===== src/hdl/hof_pkg.sv =====
// Shared constants and types of the Hampel outlier filter.
`default_nettype none

package hof_pkg;

   // Window length used when the top level is not given another.
   localparam int WINDOW_DEFAULT = 16;

   // Flipping the sign bit orders signed readings as unsigned keys.
   localparam logic [31:0] SIGN_FLIP = 32'h8000_0000;

   // Reset value of the Q8.8 threshold scale (about 3 * 1.4826 * 256).
   localparam logic [15:0] SCALE_RESET = 16'd1139;

   // Register index of the threshold scale on the configuration port.
   localparam logic [0:0] REG_THRESHOLD_SCALE = 1'b0;

   typedef logic [31:0] key_type;

   // Absolute difference of two unsigned keys.
   function automatic key_type abs_diff(input key_type a, input key_type b);
      abs_diff = (a > b) ? (a - b) : (b - a);
   endfunction

endpackage

`default_nettype wire


===== src/hdl/hof_if.sv =====
// Handshake interfaces for the reading and result channels.
`default_nettype none

interface hof_req_if;
   logic        valid;
   logic        ready;
   logic [31:0] reading;

   modport source (output valid, output reading, input ready);
   modport sink   (input valid, input reading, output ready);
endinterface

interface hof_rsp_if;
   logic        valid;
   logic        ready;
   logic        checked;
   logic        is_outlier;
   logic [31:0] center_value;
   logic [31:0] window_median;
   logic [31:0] abs_deviation_median;
   logic [31:0] published_value;
   logic        updated;

   modport source (output valid, output checked, output is_outlier, output center_value,
                   output window_median, output abs_deviation_median,
                   output published_value, output updated, input ready);
   modport sink   (input valid, input checked, input is_outlier, input center_value,
                   input window_median, input abs_deviation_median,
                   input published_value, input updated, output ready);
endinterface

`default_nettype wire


===== src/hdl/hof_sort_cell.sv =====
// One cell of the systolic insertion sorter: keeps the smaller key, passes the larger.
`default_nettype none

module hof_sort_cell
   import hof_pkg::*;
(
   input  wire logic    clock,
   input  wire logic    reset,
   input  wire logic    clear,
   input  wire logic    in_valid,
   input  wire key_type in_key,
   output logic         out_valid,
   output key_type      out_key,
   output key_type      held_key
);

   logic    held_valid_ff, held_valid_in;
   key_type held_key_ff, held_key_in;
   logic    pass_valid_ff, pass_valid_in;
   key_type pass_key_ff, pass_key_in;

   // Insert the arriving key; the displaced or arriving larger key moves on.
   always_comb begin
      held_valid_in = held_valid_ff;
      held_key_in   = held_key_ff;
      pass_valid_in = 1'b0;
      pass_key_in   = in_key;
      if (clear) begin
         held_valid_in = 1'b0;
      end else if (in_valid) begin
         if (!held_valid_ff) begin
            held_valid_in = 1'b1;
            held_key_in   = in_key;
         end else if (in_key < held_key_ff) begin
            held_key_in   = in_key;
            pass_valid_in = 1'b1;
            pass_key_in   = held_key_ff;
         end else begin
            pass_valid_in = 1'b1;
         end
      end
   end

   always_ff @(posedge clock) begin
      if (reset) begin
         held_valid_ff <= 1'b0;
         pass_valid_ff <= 1'b0;
      end else begin
         held_valid_ff <= held_valid_in;
         pass_valid_ff <= pass_valid_in;
      end
      held_key_ff <= held_key_in;
      pass_key_ff <= pass_key_in;
   end

   assign out_valid = pass_valid_ff;
   assign out_key   = pass_key_ff;
   assign held_key  = held_key_ff;

endmodule

`default_nettype wire


===== src/hdl/hof_sorter.sv =====
// Chain of sorter cells; after settling, cell k holds element k of the sorted keys.
`default_nettype none

module hof_sorter
   import hof_pkg::*;
#(
   parameter int WINDOW = WINDOW_DEFAULT
)
(
   input  wire logic    clock,
   input  wire logic    reset,
   input  wire logic    clear,
   input  wire logic    feed_valid,
   input  wire key_type feed_key,
   output key_type      sorted_key [WINDOW]
);

   logic    link_valid [WINDOW+1];
   key_type link_key   [WINDOW+1];

   assign link_valid[0] = feed_valid;
   assign link_key[0]   = feed_key;

   // Each cell hands its overflow key to the next one.
   for (genvar k = 0; k < WINDOW; k++) begin : g_cell
      hof_sort_cell u_cell (
         .clock     (clock),
         .reset     (reset),
         .clear     (clear),
         .in_valid  (link_valid[k]),
         .in_key    (link_key[k]),
         .out_valid (link_valid[k+1]),
         .out_key   (link_key[k+1]),
         .held_key  (sorted_key[k])
      );
   end

endmodule

`default_nettype wire


===== src/hdl/hampel_outlier_filter.sv =====
// Top level of the Hampel outlier filter for meter readings.
//
// Readings enter on req_chan (valid/ready); one result per reading leaves on
// rsp_chan from an output register. The Q8.8 threshold scale is written over
// the csr_ APB port at byte address 0; pready is always high.
// While the window fills, a reading is stored and its result is offered in the
// cycle after the transfer. Once the window is full, a reading goes from its
// transfer to the transfer of its result through two passes of the sorter
// cell chain, each a feed phase and then a settle phase, for the median and
// then the MAD, then a multiply step, a compare step that loads the output
// register, and the offer of the result.
// One reading is processed at a time; req_chan.ready is high only while the
// block is idle and the output register is free or being emptied.
// If the receiver stalls, the result holds on rsp_chan and the next result
// waits in the compare step until the register frees.
// Reset empties the window, clears the published value to zero, sets the
// scale to its default and drops any pending result.
`default_nettype none

module hampel_outlier_filter
   import hof_pkg::*;
#(
   parameter int WINDOW = WINDOW_DEFAULT
)
(
   input  wire logic  clock,
   input  wire logic  reset,
   hof_req_if.sink    req_chan,
   hof_rsp_if.source  rsp_chan,
   input  wire logic        csr_psel,
   input  wire logic        csr_penable,
   input  wire logic        csr_pwrite,
   input  wire logic [0:0]  csr_paddr,
   input  wire logic [31:0] csr_pwdata,
   output logic [31:0]      csr_prdata,
   output logic             csr_pready
);

   localparam int CENTER   = WINDOW / 2;
   localparam int FILL_W   = $clog2(WINDOW + 1);
   localparam int SETTLE   = 2 * WINDOW;
   localparam int CNT_W    = $clog2(SETTLE + 1);

   typedef enum logic [2:0] {
      ST_IDLE, ST_SORT_VAL, ST_SORT_DEV, ST_MULT, ST_DONE
   } state_type;

   state_type          state_ff;
   logic [FILL_W-1:0]  fill_ff;
   logic [CNT_W-1:0]   cnt_ff;
   logic [15:0]        scale_ff;
   logic [31:0]        accepted_ff;
   key_type            win_ff [WINDOW];
   key_type            median_key_ff;
   key_type            mad_ff;
   key_type            dev_ff;
   logic [47:0]        prod_ff;
   key_type            sorted_key [WINDOW];

   logic        rsp_valid_ff, rsp_checked_ff, rsp_outlier_ff, rsp_updated_ff;
   logic [31:0] rsp_center_ff, rsp_median_ff, rsp_mad_ff, rsp_published_ff;

   logic    req_xfer, slot_free, feeding, sorter_clear, outlier;
   key_type feed_key, center_key;

   assign slot_free = !rsp_valid_ff || rsp_chan.ready;
   assign req_chan.ready = (state_ff == ST_IDLE) && slot_free;
   assign req_xfer = req_chan.valid && req_chan.ready;

   // Configuration port: single register, zero-wait.
   assign csr_pready = 1'b1;
   assign csr_prdata = (csr_paddr == REG_THRESHOLD_SCALE) ? {16'd0, scale_ff} : 32'd0;

   always_ff @(posedge clock) begin
      if (reset) begin
         scale_ff <= SCALE_RESET;
      end else if (csr_psel && csr_penable && csr_pwrite && csr_pready
                   && csr_paddr == REG_THRESHOLD_SCALE) begin
         scale_ff <= csr_pwdata[15:0];
      end
   end

   // Sorter feed comes from the head of the window, which rotates while feeding.
   assign feeding = (state_ff == ST_SORT_VAL || state_ff == ST_SORT_DEV)
                    && (cnt_ff < CNT_W'(WINDOW));
   assign feed_key = (state_ff == ST_SORT_DEV)
                     ? abs_diff(win_ff[0] ^ SIGN_FLIP, median_key_ff)
                     : (win_ff[0] ^ SIGN_FLIP);
   assign sorter_clear = (state_ff == ST_IDLE)
                         || (state_ff == ST_SORT_VAL && cnt_ff == CNT_W'(SETTLE));

   hof_sorter #(.WINDOW(WINDOW)) u_sorter (
      .clock      (clock),
      .reset      (reset),
      .clear      (sorter_clear),
      .feed_valid (feeding),
      .feed_key   (feed_key),
      .sorted_key (sorted_key)
   );

   // Window shift line: shift in on a transfer, rotate while feeding the sorter.
   always_ff @(posedge clock) begin
      if (req_xfer) begin
         for (int k = 0; k < WINDOW - 1; k++) begin
            win_ff[k] <= win_ff[k+1];
         end
         win_ff[WINDOW-1] <= req_chan.reading;
      end else if (feeding) begin
         for (int k = 0; k < WINDOW - 1; k++) begin
            win_ff[k] <= win_ff[k+1];
         end
         win_ff[WINDOW-1] <= win_ff[0];
      end
   end

   assign center_key = win_ff[CENTER] ^ SIGN_FLIP;
   assign outlier = {8'd0, dev_ff, 8'd0} > prod_ff;

   // Sequencer and result register.
   always_ff @(posedge clock) begin
      if (reset) begin
         state_ff     <= ST_IDLE;
         fill_ff      <= '0;
         cnt_ff       <= '0;
         accepted_ff  <= '0;
         rsp_valid_ff <= 1'b0;
      end else begin
         if (rsp_valid_ff && rsp_chan.ready) begin
            rsp_valid_ff <= 1'b0;
         end
         unique case (state_ff)
            ST_IDLE: begin
               if (req_xfer) begin
                  if (fill_ff < FILL_W'(WINDOW)) begin
                     fill_ff          <= fill_ff + FILL_W'(1);
                     rsp_valid_ff     <= 1'b1;
                     rsp_checked_ff   <= 1'b0;
                     rsp_outlier_ff   <= 1'b0;
                     rsp_center_ff    <= '0;
                     rsp_median_ff    <= '0;
                     rsp_mad_ff       <= '0;
                     rsp_published_ff <= accepted_ff;
                     rsp_updated_ff   <= 1'b0;
                  end else begin
                     cnt_ff   <= '0;
                     state_ff <= ST_SORT_VAL;
                  end
               end
            end
            ST_SORT_VAL: begin
               if (cnt_ff == CNT_W'(SETTLE)) begin
                  median_key_ff <= sorted_key[CENTER];
                  cnt_ff        <= '0;
                  state_ff      <= ST_SORT_DEV;
               end else begin
                  cnt_ff <= cnt_ff + CNT_W'(1);
               end
            end
            ST_SORT_DEV: begin
               if (cnt_ff == CNT_W'(SETTLE)) begin
                  mad_ff   <= sorted_key[CENTER];
                  state_ff <= ST_MULT;
               end else begin
                  cnt_ff <= cnt_ff + CNT_W'(1);
               end
            end
            ST_MULT: begin
               prod_ff  <= {16'd0, 32'(scale_ff)} * {16'd0, mad_ff};
               dev_ff   <= abs_diff(center_key, median_key_ff);
               state_ff <= ST_DONE;
            end
            ST_DONE: begin
               if (slot_free) begin
                  rsp_valid_ff   <= 1'b1;
                  rsp_checked_ff <= 1'b1;
                  rsp_outlier_ff <= outlier;
                  rsp_center_ff  <= win_ff[CENTER];
                  rsp_median_ff  <= median_key_ff ^ SIGN_FLIP;
                  rsp_mad_ff     <= mad_ff;
                  if (!outlier && win_ff[CENTER] != accepted_ff) begin
                     accepted_ff      <= win_ff[CENTER];
                     rsp_published_ff <= win_ff[CENTER];
                     rsp_updated_ff   <= 1'b1;
                  end else begin
                     rsp_published_ff <= accepted_ff;
                     rsp_updated_ff   <= 1'b0;
                  end
                  state_ff <= ST_IDLE;
               end
            end
            default: state_ff <= ST_IDLE;
         endcase
      end
   end

   assign rsp_chan.valid                = rsp_valid_ff;
   assign rsp_chan.checked              = rsp_checked_ff;
   assign rsp_chan.is_outlier           = rsp_outlier_ff;
   assign rsp_chan.center_value         = rsp_center_ff;
   assign rsp_chan.window_median        = rsp_median_ff;
   assign rsp_chan.abs_deviation_median = rsp_mad_ff;
   assign rsp_chan.published_value      = rsp_published_ff;
   assign rsp_chan.updated              = rsp_updated_ff;

endmodule

`default_nettype wire


===== src/flat_wrapper.sv =====
// flat-port wrapper written by rule: the top's interface ports become plain ports
module hampel_outlier_filter_flat import hof_pkg::*;
#(
   parameter int WINDOW = WINDOW_DEFAULT
)
  (clock, reset, csr_psel, csr_penable, csr_pwrite, csr_paddr, csr_pwdata, csr_prdata, csr_pready, req_chan_valid, req_chan_reading, req_chan_ready, rsp_chan_valid, rsp_chan_checked, rsp_chan_is_outlier, rsp_chan_center_value, rsp_chan_window_median, rsp_chan_abs_deviation_median, rsp_chan_published_value, rsp_chan_updated, rsp_chan_ready);
  hof_req_if req_chan_i ();
  hof_rsp_if rsp_chan_i ();
  input  wire logic clock;
  input  wire logic reset;
  input  wire logic csr_psel;
  input  wire logic csr_penable;
  input  wire logic csr_pwrite;
  input  wire logic [0:0] csr_paddr;
  input  wire logic [31:0] csr_pwdata;
  output logic [31:0] csr_prdata;
  output logic csr_pready;
  input wire logic [$bits(req_chan_i.valid)-1:0] req_chan_valid;
  input wire logic [$bits(req_chan_i.reading)-1:0] req_chan_reading;
  output wire logic [$bits(req_chan_i.ready)-1:0] req_chan_ready;
  output wire logic [$bits(rsp_chan_i.valid)-1:0] rsp_chan_valid;
  output wire logic [$bits(rsp_chan_i.checked)-1:0] rsp_chan_checked;
  output wire logic [$bits(rsp_chan_i.is_outlier)-1:0] rsp_chan_is_outlier;
  output wire logic [$bits(rsp_chan_i.center_value)-1:0] rsp_chan_center_value;
  output wire logic [$bits(rsp_chan_i.window_median)-1:0] rsp_chan_window_median;
  output wire logic [$bits(rsp_chan_i.abs_deviation_median)-1:0] rsp_chan_abs_deviation_median;
  output wire logic [$bits(rsp_chan_i.published_value)-1:0] rsp_chan_published_value;
  output wire logic [$bits(rsp_chan_i.updated)-1:0] rsp_chan_updated;
  input wire logic [$bits(rsp_chan_i.ready)-1:0] rsp_chan_ready;
  assign req_chan_i.valid = req_chan_valid;
  assign req_chan_i.reading = req_chan_reading;
  assign req_chan_ready = req_chan_i.ready;
  assign rsp_chan_valid = rsp_chan_i.valid;
  assign rsp_chan_checked = rsp_chan_i.checked;
  assign rsp_chan_is_outlier = rsp_chan_i.is_outlier;
  assign rsp_chan_center_value = rsp_chan_i.center_value;
  assign rsp_chan_window_median = rsp_chan_i.window_median;
  assign rsp_chan_abs_deviation_median = rsp_chan_i.abs_deviation_median;
  assign rsp_chan_published_value = rsp_chan_i.published_value;
  assign rsp_chan_updated = rsp_chan_i.updated;
  assign rsp_chan_i.ready = rsp_chan_ready;
  hampel_outlier_filter #(.WINDOW(WINDOW)) u_core (.clock(clock), .reset(reset), .req_chan(req_chan_i), .rsp_chan(rsp_chan_i), .csr_psel(csr_psel), .csr_penable(csr_penable), .csr_pwrite(csr_pwrite), .csr_paddr(csr_paddr), .csr_pwdata(csr_pwdata), .csr_prdata(csr_prdata), .csr_pready(csr_pready));
endmodule

===== config.mk =====
export PLATFORM = sky130hd
export DESIGN_NAME = hampel_outlier_filter_flat
export DESIGN_NICKNAME = d
export VERILOG_FILES = /design/src/hdl/hof_pkg.sv /design/src/hdl/hof_if.sv /design/src/hdl/hof_sort_cell.sv /design/src/hdl/hof_sorter.sv /design/src/hdl/hampel_outlier_filter.sv /design/src/flat_wrapper.sv
export SDC_FILE = /design/constraint.sdc
export NUM_CORES = 2
export LEC_CHECK = 0
export BUFFER_PORTS_ARGS = -buffer_cell sky130_fd_sc_hd__buf_4
export CAP_MARGIN = 20
export CORE_MARGIN = 2
export CORE_UTILIZATION = 50
export DETAILED_ROUTE_END_ITERATION = 12
export PLACE_DENSITY = 0.7
export SKIP_CTS_REPAIR_TIMING = 1
export SLEW_MARGIN = 20
export SYNTH_ARGS = -nofsm -noshare
export SYNTH_HDL_FRONTEND = slang
export SYNTH_SLANG_ARGS = --single-unit

===== constraint.sdc =====
create_clock -name clock -period 44.6 [get_ports clock]
set_input_delay 13.38 -clock clock [delete_from_list [all_inputs] [get_ports clock]]
set_output_delay 13.38 -clock clock [all_outputs]
set_load 0.03 [all_outputs]

==> flow_metrics.env <==
export IMPL_grt_pass1_vias=48400
export IMPL_holdPathEnd="u_core.win_ff[0][14]"
export IMPL_crit_top_cell="buf_4"
export IMPL_slew_viol_final=0
export IMPL_synthAdderAreaFrac=0.203
export IMPL_gp_congestion=0.951
export IMPL_min_from="u_core.win_ff[0][46]"
export IMPL_diodes=0
export IMPL_syn_to_final_growth_pct=11.2
export IMPL_ant_nets=0
export IMPL_drive_gt1_frac=0.117
export IMPL_yosys_warnings=0
export IMPL_whs_ns=0.390
export IMPL_r2r_cells=22
export IMPL_hp_class="flop to flop"
export IMPL_synthSimpleGateAreaFrac=0.0910
export IMPL_cp_cell_sequence="buf_4 > nand2b_1 > nand2_1 > nor2_1 > buf_4"
export IMPL_multi_input_area_um2=32800
export IMPL_async_flop_share=0
export IMPL_ys_types=77
export IMPL_synth_top_family_by_area="adder cells"
export IMPL_slew_headroom=0.261
export IMPL_io_buffer_count=204
export IMPL_max_freq_mhz=36.1
export IMPL_track_usage=0.237
export IMPL_start_kind="input pin"
export IMPL_period_share=0.621
export IMPL_layout_area_seq_um2=39000
export IMPL_hold_depth=0
export IMPL_yosys_area_top_type="edfxtp_1"
export IMPL_cts_tree="yes"
export IMPL_die_area_um2=155000
export IMPL_synth_area_leaders="edfxtp_1 42%, fa_1 11%, ha_1 9.2%"
export IMPL_status="finished clean"
export IMPL_cts_reportedPaths_clkPinSlew_ns=0.08
export IMPL_setup_viol=0
export IMPL_cp_num_buf_inv=2
export IMPL_synth_compound_area_frac=0.0782
export IMPL_fillers=12400
export IMPL_gr_total_overflow=0
export IMPL_die_w_um=394
export IMPL_rsz0062_at_grt="false"
export IMPL_grt_pass1_wl_um=283000
export IMPL_hold_viol=0
export IMPL_cts_buffers=147
export IMPL_start_util=0.502
export IMPL_required_ns=31.22
export IMPL_r2r_start="u_core.mad_ff[9]"
export IMPL_hpwl_um=132000
export IMPL_synthMuxAreaShare=0.0397
export IMPL_drv_cap=0
export IMPL_synth_seq_cells=1411
export IMPL_clk_latency_ns=0.82
export IMPL_finalCriticalPeriod_ns=27.69
export IMPL_placementRows=143
export IMPL_slowest_delay_ns=0.28
export IMPL_core_um2=152000
export IMPL_cp_top_family="simple AND/OR/NAND/NOR gates"
export IMPL_htreeDepth=4
export IMPL_drt_pass1_iterations=7
export IMPL_clockBufferDepth=3
export IMPL_drt_iter0_markers=3847
export IMPL_synth_top_area_frac=0.425
export IMPL_via_per_inst=5.45
export IMPL_p_per_area_nw_per_um2=39.0
export IMPL_syn_inst=6370
export IMPL_finalSetupTns_ns=0
export IMPL_worstSetupEndpointType="output pin"
export IMPL_netlist_area_um2=76000
export IMPL_syn_area_per_cell_um2=11.9
export IMPL_synth_edff_count=1075
export IMPL_synth_ff_type="edfxtp_1"
export IMPL_reg2reg_slack_ns=36.31
export IMPL_r2r_end="u_core.prod_ff[39]"
export IMPL_nets=7605
export IMPL_wl_per_cell_um=20.9
export IMPL_synth_xor_area_frac=0.0164
export IMPL_synth_seq_area_share=0.513
export IMPL_cts_sinks=1411
export IMPL_wl_um=182000
export IMPL_num_io_pins=238
export IMPL_fin_area_um2=84500
export IMPL_die_height_um=394
export IMPL_arrival_ns=14.31
export IMPL_root_buffer="clkbuf_16"
export IMPL_antenna_found_initial=9
export IMPL_grt_max_degree=82
export IMPL_worst_pin_slew_ns=1.11
export IMPL_vdd_drop_max_uv=38.7
export IMPL_skew_ns=0.0653
export IMPL_cp_slowest_cell="nand2b_1"
export IMPL_crit_type="input pin to output pin"
export IMPL_path_max_fanout=6
export IMPL_dpl_cell_area_um2=79700
export IMPL_num_vias=47400
export IMPL_total_leakage_power_nw=36.3
export IMPL_drc=0
[how the worst max path moves through the flow]
stage | end | depth (start not counted) | start | slack, ns
after floorplan | req_chan_ready | 3 | rsp_chan_ready | 17.12
after global placement | req_chan_ready | 5 | rsp_chan_ready | 16.96
after detailed placement | req_chan_ready | 5 | rsp_chan_ready | 16.94
after CTS | req_chan_ready | 5 | rsp_chan_ready | 16.94
after global routing | req_chan_ready | 5 | rsp_chan_ready | 16.85
final | req_chan_ready | 5 | rsp_chan_ready | 16.91
[state kept, by name, indices dropped and copies added (netlist names), 16 cells and up]
signal / count
u_core.accepted_ff: 32
u_core.dev_ff: 32
u_core.mad_ff: 32
u_core.median_key_ff: 32
u_core.prod_ff: 48
u_core.rsp_chan.abs_deviation_median: 32
u_core.rsp_chan.center_value: 32
u_core.rsp_chan.published_value: 32
u_core.rsp_chan.window_median: 32
u_core.scale_ff: 16
u_core.u_sorter.g_cell.u_cell.held_key: 288
u_core.u_sorter.g_cell.u_cell.out_key: 256
u_core.win_ff: 512
[metal layers]
layer	global-route usage	part of all wire	wire length (µm)
met5	0	0	0
met4	0.0753	0.030	5490
met3	0.0366	0.060	10900
met2	0.382	0.47	86000
met1	0.329	0.44	79900
[power breakdown]
part           internal (mW)  total (mW)  switching [mW]
Clock                  0.689        1.22           0.526
Combinational          0.221       0.553           0.332
Sequential              1.50        1.53          0.0336
[synthesized netlist by cell type, types with 27 or more instances]
cell type	instances
nor2b_1	55
xnor2_1	65
mux2_2	250
nand3_1	27
nand2_1	632
dfxtp_1	336
clkbuf_1	169
edfxtp_1	1075
nor2_1	235
a21oi_1	326
o21ai_0	223
inv_1	894
nand2b_1	54
fa_1	422
ha_1	560
nand4_1	82
a21o_1	194
xor2_1	77
o21bai_1	30
and2_1	217
buf_2	39
a211oi_1	29
and3_1	55
[cell usage in the layout (no fill, tap or decap), types with 21 or more instances in the layout]
cell	count
edfxtp_1	1075
inv_1	894
nand2_1	630
ha_1	560
fa_1	422
dfxtp_1	333
a21oi_1	318
buf_4	265
mux2_2	250
nor2_1	233
o21ai_0	223
and2_1	215
a21o_1	194
clkbuf_16	150
nand4_1	82
xor2_1	77
xnor2_1	65
and3_1	55
nand2b_1	54
nor2b_1	54
clkbuf_1	43
a211oi_1	29
o21bai_1	29
nand3_1	27
a31oi_1	22
clkinv_2	22
o21a_1	21
[worst register-to-register path, cell delays in order, from the launching register on]
cell and delay [ns]:
edfxtp_1 1.08, nand2_1 0.21, fa_1 0.58, inv_1 0.05, fa_1 0.49, fa_1 0.59
fa_1 0.46, fa_1 0.51, inv_1 0.05, fa_1 0.47, inv_1 0.04, ha_1 0.40
and4_1 0.28, nor3b_1 0.48, nand3_1 0.13, nor2_1 0.19, o21ai_0 0.15, a21oi_1 0.38
a221oi_2 0.20, o21ai_0 0.45, a21o_1 0.18, a21oi_1 0.07, xnor2_1 0.55
[area by class of cell]
| class | count | area share |
|---|---|---|
| timing repair buffer | 267 | 0.0239 |
| tap | 2030 | 0.0300 |
| clock inverter | 69 | 0.00921 |
| multi-input combinational | 3830 | 0.388 |
| clock buffer | 204 | 0.0481 |
| sequential | 1411 | 0.461 |
| inverter | 894 | 0.0397 |
[through the flow]
step / util / power (mW) / setup WS [ns] / cells
4_1_cts: 0.558 / 3.33 / 16.94 / 8704
3_5_place_dp: 0.526 / 2.11 / 16.94 / 8431
6_report: 0.558 / 3.30 / 16.91 / 8705
3_3_place_gp: 0.526 / 2.10 / 16.96 / 8430
5_1_grt: 0.558 / 3.45 / 16.85 / 8705
2_1_floorplan: - / 1.96 / 17.12 / 6385
[logic make-up (layout without fill, tap and decap cells)]
kind of cell               after synthesis  count (layout)
adders and majority gates              982             982
DFF                                   1411            1411
muxes                                  270             270
other                                    2              17
xor gates and xnor gates               142             142
buffers and inverters                 1144            1434
AOI/OAI and AO/OA                      968             968
and+or+nand+nor                       1451            1451
No activity file was read; power rests on OpenSTA's default activity.
